===== src/design/afs_pkg.sv =====
// afs_pkg: shared constants and types of the adts frame splitter
`timescale 1ns / 1ps
package afs_pkg;

  localparam int AFS_BYTE_W         = 8;
  localparam int AFS_LEFT_W         = 16;
  localparam int AFS_LEN_W          = 13;
  localparam int AFS_HDR_LEN        = 7;
  localparam int AFS_IDX_W          = 3;
  localparam int AFS_COUNT_BITS_DEF = 16;
  localparam int AFS_FIFO_DEPTH_DEF = 16;

  localparam logic [AFS_BYTE_W-1:0] AFS_SYNC_BYTE   = 8'hFF;
  localparam logic [AFS_BYTE_W-1:0] AFS_SYNC_MASK   = 8'hF0;
  localparam logic [AFS_BYTE_W-1:0] AFS_LEN_HI_MASK = 8'h03;

  // header positions that carry the fields we check
  localparam logic [AFS_IDX_W-1:0] AFS_IDX_SYNC_LO = 3'd1;
  localparam logic [AFS_IDX_W-1:0] AFS_IDX_LEN_HI  = 3'd3;
  localparam logic [AFS_IDX_W-1:0] AFS_IDX_LEN_MID = 3'd4;
  localparam logic [AFS_IDX_W-1:0] AFS_IDX_LEN_LO  = 3'd5;
  localparam logic [AFS_IDX_W-1:0] AFS_IDX_LAST    = 3'd6;

  typedef struct packed {
    logic [AFS_BYTE_W-1:0] frame_byte;
    logic                  frame_first;
    logic                  frame_last;
  } afs_entry_t;

  // control from the parser to the result queue
  typedef struct packed {
    logic       push;
    logic       commit;
    logic       rollback;
    afs_entry_t entry;
  } afs_fifo_ctl_t;

endpackage


===== src/design/afs_in_if.sv =====
// afs_in_if: input byte channel of the adts frame splitter
`timescale 1ns / 1ps
interface afs_in_if
  import afs_pkg::*;
();
  logic                  valid;
  logic                  ready;
  logic [AFS_BYTE_W-1:0] data_byte;
  logic                  buffer_first;
  logic [AFS_LEFT_W-1:0] bytes_left;

  modport source (output valid, output data_byte, output buffer_first,
                  output bytes_left, input ready);
  modport sink   (input valid, input data_byte, input buffer_first,
                  input bytes_left, output ready);
endinterface


===== src/design/afs_out_if.sv =====
// afs_out_if: result byte channel of the adts frame splitter
`timescale 1ns / 1ps
interface afs_out_if
  import afs_pkg::*;
();
  logic                  valid;
  logic                  ready;
  logic [AFS_BYTE_W-1:0] frame_byte;
  logic                  frame_first;
  logic                  frame_last;

  modport source (output valid, output frame_byte, output frame_first,
                  output frame_last, input ready);
  modport sink   (input valid, input frame_byte, input frame_first,
                  input frame_last, output ready);
endinterface


===== src/design/afs_commit_fifo.sv =====
// afs_commit_fifo: result queue with speculative writes, commit and rollback
`timescale 1ns / 1ps
module afs_commit_fifo
  import afs_pkg::*;
#(
  parameter int DEPTH = AFS_FIFO_DEPTH_DEF
) (
  input  logic          clk,
  input  logic          rst_n,
  input  afs_fifo_ctl_t ctl,
  output logic          full,
  input  logic          pop,
  output logic          out_valid,
  output afs_entry_t    out_entry
);

  localparam int AW = $clog2(DEPTH);
  localparam int PW = AW + 1;

  afs_entry_t    mem_r [DEPTH];
  logic [PW-1:0] wr_r, wr_nxt;
  logic [PW-1:0] cm_r, cm_nxt;
  logic [PW-1:0] rd_r, rd_nxt;
  logic [PW-1:0] wr_base;

  // rollback drops uncommitted entries, a push in the same cycle lands right after the committed ones
  always_comb begin
    wr_base = ctl.rollback ? cm_r : wr_r;
    wr_nxt  = wr_base + PW'(ctl.push);
    cm_nxt  = ctl.commit ? wr_nxt : cm_r;
    rd_nxt  = rd_r + PW'(pop);
  end

  assign full      = (wr_r - rd_r) == PW'(DEPTH);
  assign out_valid = cm_r != rd_r;
  assign out_entry = mem_r[rd_r[AW-1:0]];

  always_ff @(posedge clk) begin
    if (!rst_n) begin
      wr_r <= '0;
      cm_r <= '0;
      rd_r <= '0;
    end else begin
      wr_r <= wr_nxt;
      cm_r <= cm_nxt;
      rd_r <= rd_nxt;
    end
  end

  always_ff @(posedge clk) begin
    if (ctl.push) begin
      mem_r[wr_base[AW-1:0]] <= ctl.entry;
    end
  end

endmodule


===== src/design/adts_frame_splitter.sv =====
// adts_frame_splitter: splits a byte stream of adts frames into checked frames
`timescale 1ns / 1ps
// usage
//   in_ch  : one buffer byte per request, with buffer_first on the first byte
//            of a buffer and bytes_left counting this byte to the buffer end
//   out_ch : one frame byte per request, frame_first on the first header byte,
//            frame_last on the final byte of the frame
//   header bytes are parsed on the fly and written into the result queue
//   speculatively; the seventh header byte validates sync word and length and
//   either commits the header or drops it and discards the rest of the buffer
//   commit: a payload byte is written and committed in the cycle of its request;
//   all seven header bytes are committed together with the seventh header
//   byte and leave at one per cycle while out_ch is ready
//   throughput: one input request per cycle while the queue is not full, set by the single-write queue;
//   the header burst is absorbed by the queue (FIFO_DEPTH entries)
//   reset: parser goes to frame start and the queue is emptied
//   stall: when out_ch is held off the queue fills and in_ch.ready drops once
//   it holds FIFO_DEPTH entries, committed or not
module adts_frame_splitter
  import afs_pkg::*;
#(
  parameter int COUNT_BITS = AFS_COUNT_BITS_DEF,
  parameter int FIFO_DEPTH = AFS_FIFO_DEPTH_DEF
) (
  input  logic      clk,
  input  logic      rst_n,
  afs_in_if.sink    in_ch,
  afs_out_if.source out_ch
);

  typedef enum logic [1:0] {
    PH_START,
    PH_HEADER,
    PH_PAYLOAD,
    PH_DISCARD
  } phase_t;

  phase_t                  phase_r, phase_nxt, phase_eff;
  logic [AFS_IDX_W-1:0]    idx_r, idx_nxt;
  logic                    sync_r, sync_nxt;
  logic [1:0]              len_hi_r, len_hi_nxt;
  logic [AFS_BYTE_W-1:0]   len_mid_r, len_mid_nxt;
  logic [2:0]              len_lo_r, len_lo_nxt;
  logic [AFS_LEN_W-1:0]    btg_r, btg_nxt;
  logic [COUNT_BITS-1:0]   left_start_r, left_start_nxt;

  logic [COUNT_BITS-1:0]   left_sat;
  logic [AFS_LEN_W-1:0]    frame_len;
  logic                    hdr_ok;
  logic                    in_fire;
  logic                    q_full;
  logic                    q_valid;
  afs_entry_t              q_entry;
  afs_fifo_ctl_t           ctl;

  // clamp the byte count to the counter width
  generate
    if (COUNT_BITS >= AFS_LEFT_W) begin : g_left_wide
      assign left_sat = COUNT_BITS'(in_ch.bytes_left);
    end else begin : g_left_sat
      assign left_sat = (|in_ch.bytes_left[AFS_LEFT_W-1:COUNT_BITS]) ? '1 :
                        in_ch.bytes_left[COUNT_BITS-1:0];
    end
  endgenerate

  assign in_ch.ready = !q_full;
  assign in_fire     = in_ch.valid && in_ch.ready;

  // frame length from header bytes 3..5, last three bits arrive with byte 5
  assign frame_len = {len_hi_r, len_mid_r, len_lo_r};
  assign hdr_ok    = sync_r
                  && (frame_len >= AFS_LEN_W'(AFS_HDR_LEN))
                  && (COUNT_BITS'(frame_len) <= left_start_r);

  always_comb begin
    phase_nxt      = phase_r;
    idx_nxt        = idx_r;
    sync_nxt       = sync_r;
    len_hi_nxt     = len_hi_r;
    len_mid_nxt    = len_mid_r;
    len_lo_nxt     = len_lo_r;
    btg_nxt        = btg_r;
    left_start_nxt = left_start_r;
    ctl            = '0;
    ctl.entry.frame_byte = in_ch.data_byte;
    // a new buffer always restarts the frame search
    phase_eff = in_ch.buffer_first ? PH_START : phase_r;

    if (in_fire) begin
      case (phase_eff)
        PH_START: begin
          // drop a header left half-collected by a new buffer
          ctl.rollback   = 1'b1;
          left_start_nxt = left_sat;
          if (left_sat < COUNT_BITS'(AFS_HDR_LEN)) begin
            phase_nxt = PH_DISCARD;
          end else begin
            ctl.push              = 1'b1;
            ctl.entry.frame_first = 1'b1;
            sync_nxt  = in_ch.data_byte == AFS_SYNC_BYTE;
            idx_nxt   = AFS_IDX_W'(1);
            phase_nxt = PH_HEADER;
          end
        end
        PH_HEADER: begin
          idx_nxt = idx_r + AFS_IDX_W'(1);
          case (idx_r)
            AFS_IDX_SYNC_LO: begin
              sync_nxt = sync_r
                      && ((in_ch.data_byte & AFS_SYNC_MASK) == AFS_SYNC_MASK);
            end
            AFS_IDX_LEN_HI: begin
              len_hi_nxt = 2'(in_ch.data_byte & AFS_LEN_HI_MASK);
            end
            AFS_IDX_LEN_MID: begin
              len_mid_nxt = in_ch.data_byte;
            end
            AFS_IDX_LEN_LO: begin
              len_lo_nxt = in_ch.data_byte[AFS_BYTE_W-1 -: 3];
            end
            default: begin
            end
          endcase
          if (idx_r == AFS_IDX_LAST) begin
            idx_nxt = '0;
            if (hdr_ok) begin
              ctl.push             = 1'b1;
              ctl.commit           = 1'b1;
              ctl.entry.frame_last = frame_len == AFS_LEN_W'(AFS_HDR_LEN);
              btg_nxt   = frame_len - AFS_LEN_W'(AFS_HDR_LEN);
              phase_nxt = (frame_len == AFS_LEN_W'(AFS_HDR_LEN)) ? PH_START : PH_PAYLOAD;
            end else begin
              ctl.rollback = 1'b1;
              phase_nxt    = PH_DISCARD;
            end
          end else begin
            ctl.push = 1'b1;
          end
        end
        PH_PAYLOAD: begin
          btg_nxt              = btg_r - AFS_LEN_W'(1);
          ctl.push             = 1'b1;
          ctl.commit           = 1'b1;
          ctl.entry.frame_last = btg_nxt == '0;
          if (btg_nxt == '0) begin
            phase_nxt = PH_START;
          end
        end
        default: begin
          // discarding until the next buffer start
        end
      endcase
    end
  end

  always_ff @(posedge clk) begin
    if (!rst_n) begin
      phase_r      <= PH_START;
      idx_r        <= '0;
      btg_r        <= '0;
      left_start_r <= '0;
    end else begin
      phase_r      <= phase_nxt;
      idx_r        <= idx_nxt;
      btg_r        <= btg_nxt;
      left_start_r <= left_start_nxt;
    end
  end

  // header fields are payload, only read once written in the same frame
  always_ff @(posedge clk) begin
    sync_r    <= sync_nxt;
    len_hi_r  <= len_hi_nxt;
    len_mid_r <= len_mid_nxt;
    len_lo_r  <= len_lo_nxt;
  end

  afs_commit_fifo #(
    .DEPTH (FIFO_DEPTH)
  ) u_fifo (
    .clk       (clk),
    .rst_n     (rst_n),
    .ctl       (ctl),
    .full      (q_full),
    .pop       (out_ch.valid && out_ch.ready),
    .out_valid (q_valid),
    .out_entry (q_entry)
  );

  assign out_ch.valid       = q_valid;
  assign out_ch.frame_byte  = q_entry.frame_byte;
  assign out_ch.frame_first = q_entry.frame_first;
  assign out_ch.frame_last  = q_entry.frame_last;

  // discarding bytes never reach the queue
  a_discard_silent: assert property (@(posedge clk) disable iff (!rst_n)
    (in_fire && !in_ch.buffer_first && phase_r == PH_DISCARD) |-> !ctl.push)
    else $error("push while discarding");

  // header collection stays inside bytes one to six
  a_hdr_index: assert property (@(posedge clk) disable iff (!rst_n)
    (phase_r == PH_HEADER) |-> (idx_r != '0 && idx_r != '1))
    else $error("header index out of range");

  // a payload phase always has bytes left to pass
  a_payload_count: assert property (@(posedge clk) disable iff (!rst_n)
    (phase_r == PH_PAYLOAD) |-> (btg_r != '0))
    else $error("payload phase with no bytes to go");

  // a commit always leaves a result to offer
  a_commit_visible: assert property (@(posedge clk) disable iff (!rst_n)
    ctl.commit |=> out_ch.valid)
    else $error("commit without visible result");

endmodule

===== src/flat_wrapper.sv =====
// flat-port wrapper written by rule: the top's interface ports become plain ports
module adts_frame_splitter_flat import afs_pkg::*;
#(
  parameter int COUNT_BITS = AFS_COUNT_BITS_DEF,
  parameter int FIFO_DEPTH = AFS_FIFO_DEPTH_DEF
)
  (clk, rst_n, in_ch_valid, in_ch_data_byte, in_ch_buffer_first, in_ch_bytes_left, in_ch_ready, out_ch_valid, out_ch_frame_byte, out_ch_frame_first, out_ch_frame_last, out_ch_ready);
  afs_in_if in_ch_i ();
  afs_out_if out_ch_i ();
  input  logic clk;
  input  logic rst_n;
  input wire logic [$bits(in_ch_i.valid)-1:0] in_ch_valid;
  input wire logic [$bits(in_ch_i.data_byte)-1:0] in_ch_data_byte;
  input wire logic [$bits(in_ch_i.buffer_first)-1:0] in_ch_buffer_first;
  input wire logic [$bits(in_ch_i.bytes_left)-1:0] in_ch_bytes_left;
  output wire logic [$bits(in_ch_i.ready)-1:0] in_ch_ready;
  output wire logic [$bits(out_ch_i.valid)-1:0] out_ch_valid;
  output wire logic [$bits(out_ch_i.frame_byte)-1:0] out_ch_frame_byte;
  output wire logic [$bits(out_ch_i.frame_first)-1:0] out_ch_frame_first;
  output wire logic [$bits(out_ch_i.frame_last)-1:0] out_ch_frame_last;
  input wire logic [$bits(out_ch_i.ready)-1:0] out_ch_ready;
  assign in_ch_i.valid = in_ch_valid;
  assign in_ch_i.data_byte = in_ch_data_byte;
  assign in_ch_i.buffer_first = in_ch_buffer_first;
  assign in_ch_i.bytes_left = in_ch_bytes_left;
  assign in_ch_ready = in_ch_i.ready;
  assign out_ch_valid = out_ch_i.valid;
  assign out_ch_frame_byte = out_ch_i.frame_byte;
  assign out_ch_frame_first = out_ch_i.frame_first;
  assign out_ch_frame_last = out_ch_i.frame_last;
  assign out_ch_i.ready = out_ch_ready;
  adts_frame_splitter #(.COUNT_BITS(COUNT_BITS), .FIFO_DEPTH(FIFO_DEPTH)) u_core (.clk(clk), .rst_n(rst_n), .in_ch(in_ch_i), .out_ch(out_ch_i));
endmodule

===== config.mk =====
export PLATFORM = sky130hd
export DESIGN_NAME = adts_frame_splitter_flat
export DESIGN_NICKNAME = d
export VERILOG_FILES = /design/src/design/afs_pkg.sv /design/src/design/afs_in_if.sv /design/src/design/afs_out_if.sv /design/src/design/afs_commit_fifo.sv /design/src/design/adts_frame_splitter.sv /design/src/flat_wrapper.sv
export SDC_FILE = /design/constraint.sdc
export NUM_CORES = 1
export LEC_CHECK = 0
export BUFFER_PORTS_ARGS = -buffer_cell sky130_fd_sc_hd__buf_2
export CELL_PAD_IN_SITES_DETAIL_PLACEMENT = 0
export CELL_PAD_IN_SITES_GLOBAL_PLACEMENT = 1
export CORE_MARGIN = 10
export CORE_UTILIZATION = 47
export DETAILED_ROUTE_END_ITERATION = 12
export PLACE_DENSITY = 0.87
export SLEW_MARGIN = 10
export SYNTH_ARGS = -nofsm -noshare
export SYNTH_HDL_FRONTEND = slang
export SYNTH_SLANG_ARGS = --single-unit
export TNS_END_PERCENT = 1

===== constraint.sdc =====
create_clock -name clk -period 4.1 [get_ports clk]
set_input_delay 0.205 -clock clk [delete_from_list [all_inputs] [get_ports clk]]
set_output_delay 0.205 -clock clk [all_outputs]
set_load 0.03 [all_outputs]

==> After elaboration in Yosys (flattened, before gate mapping) <==
Memories as Yosys holds them, arrays and structs flattened. A register that Yosys moved wholly into a read port is not among the register bits.
Index checks and enable logic that the tools add are counted.
{ "classes": {"order_cmp": 3, "reduce_logical": 19, "add_sub_neg": 6, "n_mux": 34, "n_eq_ne": 17} }
{ "ops": {"columns": ["operator", "count"], "rows": [
  ["$mux W13", 2],
  ["$pmux W13 S2", 1],
  ["$mux W2", 9],
  ["$le A13 B16 Y1", 1],
  ["$lt A16 B3 Y1 const B", 1],
  ["$eq A13 B3 Y1 const B", 1],
  ["$ge A13 B3 Y1 const B", 1],
  ["$logic_not A13 Y1", 1],
  ["$sub A13 B1 Y13 const B", 1],
  ["$sub A13 B3 Y13 const B", 1],
  ["$reduce_and A3 Y1", 4],
  ["$reduce_and A4 Y1", 3],
  ["$add A5 B1 Y5", 2],
  ["$mux W1", 10],
  ["$eq A3 B3 Y1 const B", 3],
  ["$mux W3", 3],
  ["$eq A8 B8 Y1 const B", 1],
  ["$pmux W1 S2", 4],
  ["$ne A2 B1 Y1 const B", 3],
  ["$pmux W2 S3", 1],
  ["$pmux W3 S2", 1],
  ["$eq A5 B5 Y1 const B", 1],
  ["$logic_and A1 B1 Y1", 5],
  ["$mux W5", 1],
  ["other kinds (16)", 18]
]} }
{ "word_totals": {"memories": 1, "output_inout_bits": 12, "ff_bits": 63, "ramBits": 160, "word_cells": 91} }
{ "memory_table": {"columns": ["memory", "words", "width", "rd", "rd_ports_with_merged_regs", "write_ports", "line", "text"], "rows": [
  ["u_core.u_fifo.mem_r", 16, 10, 1, 1, 1, "afs_commit_fifo.sv:20", "afs_entry_t mem_r [DEPTH];"]
]} }

==> Logic depth before layout (Yosys ltp) <==
{ "depth": {"depth_word": 9, "mapped_depth": 20, "mapped_depth_nobuf": 15} }

==> Cells and area by module <==
From an unflattened synthesis, not the netlist that was laid out.
{ "hier_totals": {"cells_unflattened": 776, "area_unflattened_um2": 10202.3} }
{ "modules_own_cells": {"columns": ["module", "cells_each", "instances", "area_each_um2"], "rows": [
  ["afs_commit_fifo", 400, 1, 7123.1],
  ["adts_frame_splitter", 376, 1, 3079.2]
]} }

==> Worst setup path before layout <==
OpenSTA, ideal clock, no wires.
{ "synth_path": {"path_kind": "flip-flop to flip-flop", "start": "register u_core.u_fifo.rd_r[1]", "end": "memory u_core.u_fifo.mem_r[15][0] in the netlist's numbering (enable)", "period_less_slack_ns": 4.502, "path_buffers": 4, "setup_time_ns": 0.390, "t_arrival_ns": 4.112, "path_slack_ns": -0.402, "path_stages_with_launch": 15, "path_cell_list": "dfxtp_1 > clkbuf_1 > clkbuf_1 > inv_1 > ha_1 > and3b_1 > or4_1 > a211o_1 > and2_4 > buf_6 > nand3_1 > o41a_1 > buf_6 > mux2_4 > nor3_1"} }
{ "synth_via": {"elab_chain_len": 7, "elab_cells_between_ends": 8, "cone_classes": "add/sub: 1; eq/ne: 1; mux: 4; reduce/logical: 2"} }
{ "synth_lines": {"columns": ["item", "line", "text"], "rows": [
  ["from (decl)", "afs_commit_fifo.sv:23", "logic [PW-1:0] rd_r, rd_nxt;"],
  ["from (signal assigned)", "afs_commit_fifo.sv:46", "rd_r <= rd_nxt;"],
  ["$sub A5 B5 Y5 (*)", "afs_commit_fifo.sv:34", "assign full = (wr_r - rd_r) == PW'(DEPTH);"],
  ["$eq A5 B5 Y1 (*)", "afs_commit_fifo.sv:34", null],
  ["$logic_not A1 Y1 (*)", "adts_frame_splitter.sv:66", "assign in_ch.ready = !q_full;"],
  ["named net in_ch_ready", "flat_wrapper.sv:16", "output wire logic [$bits(in_ch_i.ready)-1:0] in_ch_ready;"],
  ["$logic_and A1 B1 Y1 (*)", "adts_frame_splitter.sv:67", "assign in_fire = in_ch.valid && in_ch.ready;"],
  ["$mux W3 (*)", "adts_frame_splitter.sv:89", "if (in_fire) begin"],
  ["$mux W1", "afs_commit_fifo.sv:51", "if (ctl.push) begin"],
  ["$mux W1 (not written as such)", "afs_commit_fifo.sv:52", "mem_r[wr_base[AW-1:0]] <= ctl.entry;"],
  ["to (decl)", "afs_commit_fifo.sv:20", null]
]} }
The timed path passes the listed nets; every way through them passes the cells marked *.

==> Final worst setup path <==
{ "layout_path": {"start": "register u_core.len_mid_r[7]", "end": "memory u_core.u_fifo.mem_r[15][5] in the netlist's numbering (enable)"} }
{ "layout_via": {"elab_chain_len": 9, "elab_cells_between_ends": 14, "cone_classes": "order compare: 2; mux: 10; reduce/logical: 2"} }
{ "layout_lines": {"columns": ["item", "line", "text"], "rows": [
  ["from (decl)", "adts_frame_splitter.sv:42", "logic [AFS_BYTE_W-1:0] len_mid_r, len_mid_nxt;"],
  ["from (signal assigned)", "adts_frame_splitter.sv:174", "len_mid_r <= len_mid_nxt;"],
  ["$ge A13 B3 Y1", "adts_frame_splitter.sv:72", "&& (frame_len >= AFS_LEN_W'(AFS_HDR_LEN))"],
  ["$logic_and A1 B1 Y1", "adts_frame_splitter.sv:72", null],
  ["$logic_and A1 B1 Y1 (*)", "adts_frame_splitter.sv:73", "&& (COUNT_BITS'(frame_len) <= left_start_r);"],
  ["$mux W2", "adts_frame_splitter.sv:126", "if (hdr_ok) begin"],
  ["$mux W1", "adts_frame_splitter.sv:124", "if (idx_r == AFS_IDX_LAST) begin"],
  ["$pmux W1 S3", "adts_frame_splitter.sv:90", "case (phase_eff)"],
  ["$mux W3 (*)", "adts_frame_splitter.sv:89", null],
  ["$mux W1", "afs_commit_fifo.sv:51", null],
  ["$mux W1 (not written as such)", "afs_commit_fifo.sv:52", null]
]} }
Every way passes the cells marked *; elsewhere a longest branch is shown, timed or not.

==> reports/results.tsv <==
stage	metric	value	unit
clock_tree	cts_hold_buf	16	
global_route	grt_overflow	0	
finish	multi_input_area	3795	µm²
power_and_ir_drop	pwr-share-comb	8.2	%
global_route	grt_max_degree	44	
place	dp.cells	1057	
worst_setup_path	critPathMaxStageDelay	0.53	ns
place	dp_hpwl	15530	µm
synth	synthFlopType	edfxtp_1	
worst_setup_path	r2r_slack	0.35	ns
power_and_ir_drop	sw_frac_of_total	23.23	%
hold_path	whs_path_depth	2	
routing	ant_nets	0	
timing	maxSlewHeadroom	44.12	%
power_and_ir_drop	pwr-share-seq	51.2	%
place	port_buffers	40	
worst_setup_path	critical_path_arrival	3.97	ns
timing	slew_viol_final	0	
synth	synth.net_count	801	
synth	synth_cell_type_count	61	
finish	stdcell_count	1113	
synth	ys_warn_count	0	
synth	postSynthCellCount	744	
floorplan	die_y	167.8	µm
timing	worst_pin_slew	0.8382	ns
timing	finalCriticalPeriod	3.750	ns
global_route	grt_pass1_vias	6336	
synth	synthAdderAreaFrac	3.412	%
worst_setup_path	worstSetupStartpointType	flop	
timing	fin_skew	0.02021	ns
synth	async_flop_share	0	%
place	dp_slack	0.3404	ns
worst_setup_path	crit_chain	ha_1 > nand2_1 > or4_1 > a21o_1 > a31oi_4 > nor2_2 > o41a_1 > buf_4 > mux2_4 > nor3_2 > buf_4	
clock_tree	clock_latency	0.52	ns
clock_tree	clkTransAtPathRegs	0.06	ns
global_route	grt_pass1_wl	36940	µm
floorplan	row_count	54	
worst_setup_path	crit_path_end_kind	flop	
clock_tree	cts_sinks	223	
finish	mostFrequentLayoutCells	174 x edfxtp_1, 71 x nor2_1, 50 x mux4_2, 47 x dfxtp_1, 40 x buf_2	
synth	ys_ff_latch	223	
clock_tree	cts_buffer_depth	3	
routing	wl_per_cell	21.33	µm
power_and_ir_drop	peakVddDrop	0.3891	mV
finish	nNetsFinal	875	
routing	dr.pass1.iters	5	
synth	syn_avg_cell_area	13.80	µm²
timing	max_freq	266.7	MHz
worst_setup_path	critPathMaxFanout	15	
routing	totalWireLength	23740	µm
power_and_ir_drop	power_density	414.2	nW/µm²
synth	synth_edf_count	174	
worst_setup_path	cp.required	4.32	ns
clock_tree	post_cts_buffers	0	
place	place.gp.congestion	0.8307	
worst_setup_path	worstSetupPathType	reg2reg	
floorplan	die-area	28160	µm²
floorplan	die_w	167.8	µm
synth	synth_top_family_by_area	multiplexers	
synth	synthSimpleGateAreaFrac	10.43	%
timing	rsz0062_at_grt	false	
clock_tree	numCtsBuffers	23	
worst_setup_path	path_common_cell	buf_4	
synth	synthMuxAreaShare	14.34	%
worst_setup_path	rr_worst_depth	11	
clock_tree	clock-root-buffer	clkbuf_16	
power_and_ir_drop	switching_power	0.001135	W
timing	hold_viol	0	
synth	ys_seq_area_share	60.44	%
timing	final.setup.tns	0	ns
synth	syn_area	10270	µm²
power_and_ir_drop	p_int	0.003751	W
synth	synthXorXnorAreaFrac	2.620	%
synth	synth-compound-area-share	5.727	%
clock_tree	cts_resized	0	
hold_path	hp-class	in2reg	
worst_setup_path	slowest_stage	or4_1	
timing	setup_viol	0	
global_route	grt_use_total	16.39	%
finish	fill_cells	1710	
clock_tree	tritoncts	built	
floorplan	num_io_pins	41	
finish	drive_gt1_share	21.85	%
run	maxCapViolations	0	
floorplan	initial_utilization	47.35	%
finish	area_delta_synth_final	14.88	%
routing	viasPerCell	5.756	
global_route	antenna_found_initial	0	
finish	num_antenna_cells	0	
timing	final.period_utilization	91.45	%
routing	vias	6406	
outcome	outcome	completed	
power_and_ir_drop	p_clk_share	40.6	%
routing	initialDrtViolationCount	596	
power_and_ir_drop	p_leak	4.113	nW
floorplan	coreArea	21690	µm²
timing	fin_ws	0.3505	ns
clock_tree	htree_levels	1	
timing	hold_ws	0.06637	ns
finish	seq_area	6208	µm²
routing	drc	0	
finish	final_common_cell	edfxtp_1	
## critical path, delay by kind of cell (launching register included)
family	cells	cell delay [ns]
adders and majority gates	1	0.32
and+or+nand+nor	4	1.02
DFF	1	0.47
AOI/OAI and AO/OA	3	0.82
buffers and inverters	2	0.47
muxes	1	0.36
## final cells by class
cell class	count	share of cell area, %
repair buffers	89	5.155
clock inverters	12	0.9334
multi-input cells	449	32.17
flip-flops and latches	223	52.63
clock buffers	28	5.123
inverters	32	1.018
well taps	280	2.970
## metrics by stage
stage	util, %	power [W]	instance area, µm²
after global routing	54.39	0.005043	11800
after detailed placement	50.36	0.002933	10920
after global placement	50.36	0.002926	10920
after floorplan	-	0.002806	10350
after CTS	54.39	0.004909	11800
final	54.39	0.004886	11800
## cell families after synthesis
logic type | Yosys count
AOI/OAI and AO/OA | 94
buffers and inverters | 72
xor gates and xnor gates | 29
and+or+nand+nor | 216
muxes | 82
adders and majority gates | 28
DFF | 223
## Yosys cell counts (2+ instances only)
library cell	instances	area, µm²
o211ai_1	7	52.55
mux4_2	50	1126
mux2i_1	25	250.2
and3_1	5	31.28
o21ai_0	30	150.1
nor2_1	71	266.5
a211oi_1	5	37.54
ha_1	28	350.3
a21oi_1	26	130.1
a31oi_1	5	31.28
nand2b_1	6	37.54
buf_1	7	26.28
xnor2_1	17	148.9
and2_1	9	56.30
nor2b_1	10	62.56
dfxtp_1	49	980.9
nor4_1	9	56.30
edfxtp_1	174	5225
nand4_1	10	62.56
nand2_1	37	138.9
o22ai_1	3	18.77
clkbuf_1	27	101.4
nand3_1	14	70.07
inv_1	31	116.4
nor3_1	24	120.1
or3_4	2	22.52
mux2i_2	4	55.05
mux2_4	2	30.03
nor4b_1	3	26.28
a21o_1	4	30.03
nor3b_1	2	15.01
buf_6	3	33.78
xor2_1	11	96.34
or4_1	7	52.55
## state kept, by name, indices dropped and copies added, names as in the netlist
signal and cells:
u_core.phase_r 2, u_core.u_fifo.rd_r 5, u_core.sync_r 1, u_core.left_start_r 16, u_core.u_fifo.wr_r 5, u_core.u_fifo.mem_r 160
u_core.idx_r 3, u_core.u_fifo.cm_r 5, u_core.len_mid_r 8, u_core.len_lo_r 3, u_core.btg_r 13, u_core.len_hi_r 2
## final timing paths
kind / start / end
hold / removal: rst_n / u_core.u_fifo.cm_r[1]
setup / recovery: u_core.len_mid_r[7] / u_core.u_fifo.mem_r[15][5]
hold reg to reg: u_core.left_start_r[14] / u_core.left_start_r[14]
setup reg to reg: u_core.len_mid_r[7] / u_core.u_fifo.mem_r[15][5]
## power groups by stage
stage | Sequential (W) | Clock, W | Combinational [W]
3_5_place_dp | 0.00255 | 0 | 0.000386
5_1_grt | 0.00250 | 0.00210 | 0.000442
2_1_floorplan | 0.00254 | 0 | 0.000268
3_3_place_gp | 0.00254 | 0 | 0.000383
4_1_cts | 0.00250 | 0.00201 | 0.000402
6_report | 0.00250 | 0.00198 | 0.000403
## routing by layer
metal	vias up	routed length, µm	global-route usage, %
met5	-	0	0
met2	265	11130	26.15
met4	0	503	4.239
met3	43	1616	2.189
li1	2970	-	-
met1	3128	10500	23.12
Note: power is estimated with default switching activity, not from simulation.
